===== config.mk =====
export PLATFORM = sky130hd
export DESIGN_NAME = scr_div_cell
export DESIGN_NICKNAME = d
export VERILOG_FILES = /design/src/rtl/scr_pkg.sv /design/src/rtl/scr_div_cell.sv
export SDC_FILE = /design/constraint.sdc
export NUM_CORES = 1
export LEC_CHECK = 0
export BUFFER_PORTS_ARGS = -buffer_cell sky130_fd_sc_hd__buf_2
export CAP_MARGIN = 15
export CORE_ASPECT_RATIO = 0.8
export CORE_MARGIN = 2
export CORE_UTILIZATION = 45
export CTS_CLUSTER_DIAMETER = 200
export DETAILED_ROUTE_END_ITERATION = 7
export HOLD_SLACK_MARGIN = 0.08
export MAX_ROUTING_LAYER = met4
export PLACE_DENSITY = 0.83
export REMOVE_ABC_BUFFERS = 1
export SLEW_MARGIN = 15
export SYNTH_ARGS = -nofsm -noshare
export SYNTH_HDL_FRONTEND = slang
export SYNTH_SLANG_ARGS = --single-unit

===== constraint.sdc =====
create_clock -name clk -period 3.98 [get_ports clk]
set_clock_uncertainty 0.05 [all_clocks]
set_input_delay 0.398 -clock clk [delete_from_list [all_inputs] [get_ports clk]]
set_output_delay 0.398 -clock clk [all_outputs]
set_load 0.02 [all_outputs]

===== src/rtl/scr_pkg.sv =====
// ----------------------------------------------------------------------------
// scr_pkg
// Shared types, constants and the sRGB linearization table for the contrast
// ratio unit.
// ----------------------------------------------------------------------------
package scr_pkg;

    localparam int LUM_W      = 17;   // Q0.16 luminance, 0 .. 65536
    localparam int RATIO_W    = 21;   // Q5.16 contrast ratio
    localparam int PROD_W     = 32;   // one weighted channel
    localparam int SUM_W      = 33;   // sum of three weighted channels
    localparam int N_CELLS    = RATIO_W;
    localparam int LUMA_DEPTH = 3;
    localparam int N_STAGES   = LUMA_DEPTH + 1 + N_CELLS;

    localparam logic [15:0]      COEF_R     = 16'd13933;
    localparam logic [15:0]      COEF_G     = 16'd46871;
    localparam logic [15:0]      COEF_B     = 16'd4732;
    localparam logic [SUM_W-1:0] ROUND_HALF = SUM_W'(32768);
    localparam logic [LUM_W-1:0] FLARE      = LUM_W'(3277);
    localparam logic [LUM_W-1:0] THRESH_RST = LUM_W'(32768);

    typedef logic [LUM_W-1:0] lin_t;
    typedef lin_t lin_rom_t [256];

    // State handed from one divider cell to the next.
    typedef struct packed {
        logic [LUM_W-1:0]   rem;     // partial remainder, always below den
        logic [RATIO_W-1:0] nq;      // numerator bits still to use, quotient bits shift in
        logic [LUM_W-1:0]   den;
        logic [LUM_W-1:0]   lum_a;
        logic [LUM_W-1:0]   lum_b;
        logic               light;
    } scr_cell_t;

    localparam int BIG_W = 320;

    // True when (m + 0.5) / 65536 <= (num / 269025) ^ 2.4, decided exactly by
    // raising both sides to the fifth power.
    function automatic logic half_below(input int unsigned m, input int unsigned num);
        logic [BIG_W-1:0] lhs;
        logic [BIG_W-1:0] rhs;
        lhs = BIG_W'(1);
        rhs = BIG_W'(1);
        for (int i = 0; i < 5; i++)
        begin
            lhs = lhs * BIG_W'(2 * m + 1);
            rhs = rhs * BIG_W'(131072);
        end
        for (int i = 0; i < 12; i++)
        begin
            lhs = lhs * BIG_W'(269025);
            rhs = rhs * BIG_W'(num);
        end
        return lhs <= rhs;
    endfunction

    // Builds the table at elaboration: the linear segment below 0.04045 and
    // the power segment above, both rounded to nearest with ties up.
    function automatic lin_rom_t build_rom();
        lin_rom_t    rom;
        int unsigned lo;
        int unsigned hi;
        int unsigned mid;
        int unsigned num;
        longint unsigned n;
        for (int c = 0; c < 256; c++)
        begin
            if (c <= 10)
            begin
                n = 64'(6553600) * 64'(c) * 64'd2 + 64'd329460;
                rom[c] = LUM_W'(n / 64'd658920);
            end
            else
            begin
                num = 1000 * c + 14025;
                lo  = 0;
                hi  = 65537;
                while (lo < hi)
                begin
                    mid = (lo + hi) / 2;
                    if (half_below(mid, num))
                        lo = mid + 1;
                    else
                        hi = mid;
                end
                rom[c] = LUM_W'(lo);
            end
        end
        return rom;
    endfunction

    localparam lin_rom_t LIN_ROM = build_rom();

endpackage


===== src/rtl/scr_div_cell.sv =====
// ----------------------------------------------------------------------------
// scr_div_cell
// One restoring division step: develops one quotient bit and passes the
// item on to the next cell.
// ----------------------------------------------------------------------------
module scr_div_cell
    import scr_pkg::*;
(
    input  logic      clk,
    input  logic      en,
    input  scr_cell_t d,
    output scr_cell_t q
);

    scr_cell_t      q_reg;
    scr_cell_t      q_next;
    logic [LUM_W:0] trial;
    logic [LUM_W:0] diff;
    logic           qbit;

    always_comb
    begin
        trial  = {d.rem, d.nq[RATIO_W-1]};
        diff   = trial - {1'b0, d.den};
        qbit   = (trial >= {1'b0, d.den});
        q_next = d;
        q_next.rem = qbit ? diff[LUM_W-1:0] : trial[LUM_W-1:0];
        q_next.nq  = {d.nq[RATIO_W-2:0], qbit};
    end

    always_ff @(posedge clk)
    begin
        if (en)
            q_reg <= q_next;
    end

    assign q = q_reg;

endmodule


# Word level (Yosys, flattened, before mapping)
# Index checks and enable logic that the tools add are counted.
[totals]
out_inout_bits = 90
input_bits = 92
reg_bits = 90
wordCells = 9
[op_classes]
muxes = 1
addsub = 1
order_cmp = 1
[op_table]
columns = ["cell", "count"]
rows = [
  ["$ge 18x17->1", 1],
  ["$mux 17", 1],
  ["$sub 17x17->17", 1],
]

# Longest topological paths before layout
[logic_depth]
word_depth = 2
depth_mapped = 12
ltp_nobuf = 11

# Least setup slack after synthesis
# OpenSTA, ideal clock, no wires.
[synth_path]
path_kind = "input -> register"
from = "in d[72] (netlist bit)"
to = "reg q_reg (netlist bit q[76]) (data pin)"
t_arrival_ns = 2.238
cell_stages = 12
setup_slack_ns = 1.432
setup_ns = 0.260
path_buffers = 1
required_time_ns = 3.670
path_cell_list = "inv_1 -> ha_1 -> inv_1 -> fa_1 -> a21oi_1 -> or3_4 -> a21oi_4 -> o21bai_4 -> and2_4 -> buf_12 -> inv_12 -> mux2_4"
[synth_lines]
columns = ["element", "line_no", "text"]
rows = [
  ["start, declared", "scr_div_cell.sv:11", "input scr_cell_t d,"],
  ["end signal, assigned", "scr_div_cell.sv:34", "q_reg <= q_next;"],
  ["end, declared", "scr_div_cell.sv:15", "scr_cell_t q_reg;"],
]

==> reports/qor.yml <==
run_status:
  status: "finished, final reports clean"
drt:
  vias: 2788
  final_antenna_net_count: 0
  first_iter_violations: 157
  wl_um: 9360
  viasPerCell: 5.08
  drc: 0
  wl_per_cell_um: 17.0
  drt-pass1-iter-count: 5
power:
  vdd_ir_drop_max_v: 0.000217
  p_leak_nw: 2.26
  power_density_nw_per_um2: 445
cts:
  cts_made_buffers: 9
  clock-root-buffer: "clkbuf_8"
  path_clk_slew_ns: 0.09
  cts_tree: "built"
  cts_resized: 0
  postCtsSetupRepairBufs: 0
  clock_path_buffers: 2
  clock_tree.htree_level_count: 3
  cts_hold_buf: 0
  cts.sinks: 90
critical_path:
  path_cells: "buf_2, inv_1, ha_1, inv_1, fa_1, a21oi_1, or3_4, a21oi_4, o21bai_4, and2_4, inv_12, mux2_4"
  crit_arrival_ns: 2.54
  cp-end-kind: "flip-flop"
  cp_slowest_stage_delay_ns: 0.40
  crit_top_cell: "inv_1"
  path_class: "in2reg"
  crit_family: "adder cells"
  worstPathRequired_ns: 4.04
  slowest_stage: "fa_1"
  critPathLaunchType: "primary input"
  worst-path-buf-inv: 4
  crit_fanout: 10
cells_and_area:
  largest_reg_flops: 90
  fillCellCount: 679
  final_nets: 543
  final_cells: 549
  antennaDiodeCount: 0
  area.growth.synth_to_final_pct: 31.6
  drive_above_1_share: 0.499
floorplan:
  fp-row-count: 30
  initial_core_util: 0.460
  fp.coreArea_um2: 8450
  die_width_um: 108
  dieArea_um2: 9400
  die_h_um: 87.1
  io_pins: 182
min_path:
  hold_path.class: "in2reg"
logic_synthesis:
  ys_types: 45
  synth_edf_count: 90
  synth_ff_type: "edfxtp_1"
  synth_common_cells: "edfxtp_1, inv_1, ha_1"
  yosysTopAreaCellShare: 0.696
  synth_area_leaders: "edfxtp_1, ha_1, mux2_4, inv_1, xnor2_1"
  syn_area_um2: 3880
  synth_top_cell_by_area: "edfxtp_1"
  ys_seq_area_frac: 0.696
  avgSynthCellArea_um2: 16.1
  ys_warn_count: 0
  syn_inst: 242
  synth-seq-cells: 90
  synthArstFlopShare: 0
  yosysMostFrequentCell: "edfxtp_1"
timing:
  worst_pin_slew_ns: 1.11
  fin_crit_sh: 0.623
  relSlewSlack: 0.259
  fmax_ghz: 0.403
  rsz0062_at_grt: "false"
  setup_viol: 0
  period_minus_slack_ns: 2.48
  tns_ns: 0
  final_max_slew_viol_count: 0
  final-hold-violation-count: 0
placement:
  dp_cells: 534
  gp_congestion: 0.922
  port_buffers: 181
  dpl.hpwl_um: 7250
flow_run:
  drv_cap: 0
global_routing:
  grt_pass1_wl_um: 13500
  overflow: 0
  grt_max_degree: 91
  grt_pass1_vias: 2680
  track_usage: 0.200
  antenna_found_initial: 0
## cell usage in the layout (no fill, tap or decap), drive strengths merged, types with 2 or more instances in the layout
cell type  Yosys  layout
a21boi         3       3
a21o           3       3
a21oi         15      15
and2           4       4
buf            1     181
clkbuf         0       9
clkinvlp       0       2
edfxtp        90      90
ha            17      17
inv           23      26
mux2          10      10
nand2          9       9
nand2b         3       3
nand3          8       8
nor2           6       6
nor3           4       4
o21a           2       2
o21ai          7       7
o21bai         3       3
o2bb2ai        2       2
o31ai          4       4
xnor2          8       8
xor2           3       3
## layer usage
metal  vias to the layer above  GRT usage  routed length (um)
met5                         -          -                   0
met1                      1331      0.233                3700
li1                       1299          -                   -
met3                        18     0.0613                 732
met2                       140      0.326                4710
met4                         0     0.0793                 209
## cell type report
class	count	area [um^2]	area share
Sequential cell	90	2700	0.529
Timing Repair Buffer	181	908	0.178
Multi-Input combinational cell	128	1060	0.208
Inverter	23	98.8	0.0193
Clock buffer	9	124	0.0242
Tap cell	112	140	0.0274
Clock inverter	6	73.8	0.0144
## through the flow
stage / worst slack [ns] / util / area (um^2) / power [mW] / hold WS (ns)
6_report: 1.50 / 0.605 / 5110 / 2.27 / 0.157
5_1_grt: 1.35 / 0.605 / 5110 / 2.37 / 0.133
4_1_cts: 1.52 / 0.605 / 5110 / 2.29 / 0.137
3_5_place_dp: 1.13 / 0.582 / 4910 / 1.67 / 0.526
3_3_place_gp: 1.17 / 0.582 / 4910 / 1.65 / 0.526
2_1_floorplan: 1.45 / - / 3860 / 1.48 / 0.447
## where the power goes
part	switching, mW	internal, mW
clock network	0.338	0.295
logic	0.287	0.186
registers	0.0208	1.15
total	0.646	1.63
## logic make-up (layout without fill, tap and decap cells)
family | after synthesis | in the layout | synth area share
muxes | 11 | 11 | 0.0412
and+or+nand+nor | 41 | 41 | 0.0570
adders and majority gates | 18 | 18 | 0.0599
DFF | 90 | 90 | 0.696
xor gates and xnor gates | 11 | 11 | 0.0248
AOI/OAI and AO/OA | 47 | 47 | 0.0908
buffers and inverters | 24 | 219 | 0.0306
## final timing paths
check | slack (ns) | end | cells after the start | from
worst max-delay path | 1.50 | q[77] | 12 | d[72]
worst min-delay path | 0.16 | q[7] | 1 | d[7]
(Power assumes the default switching activity.)
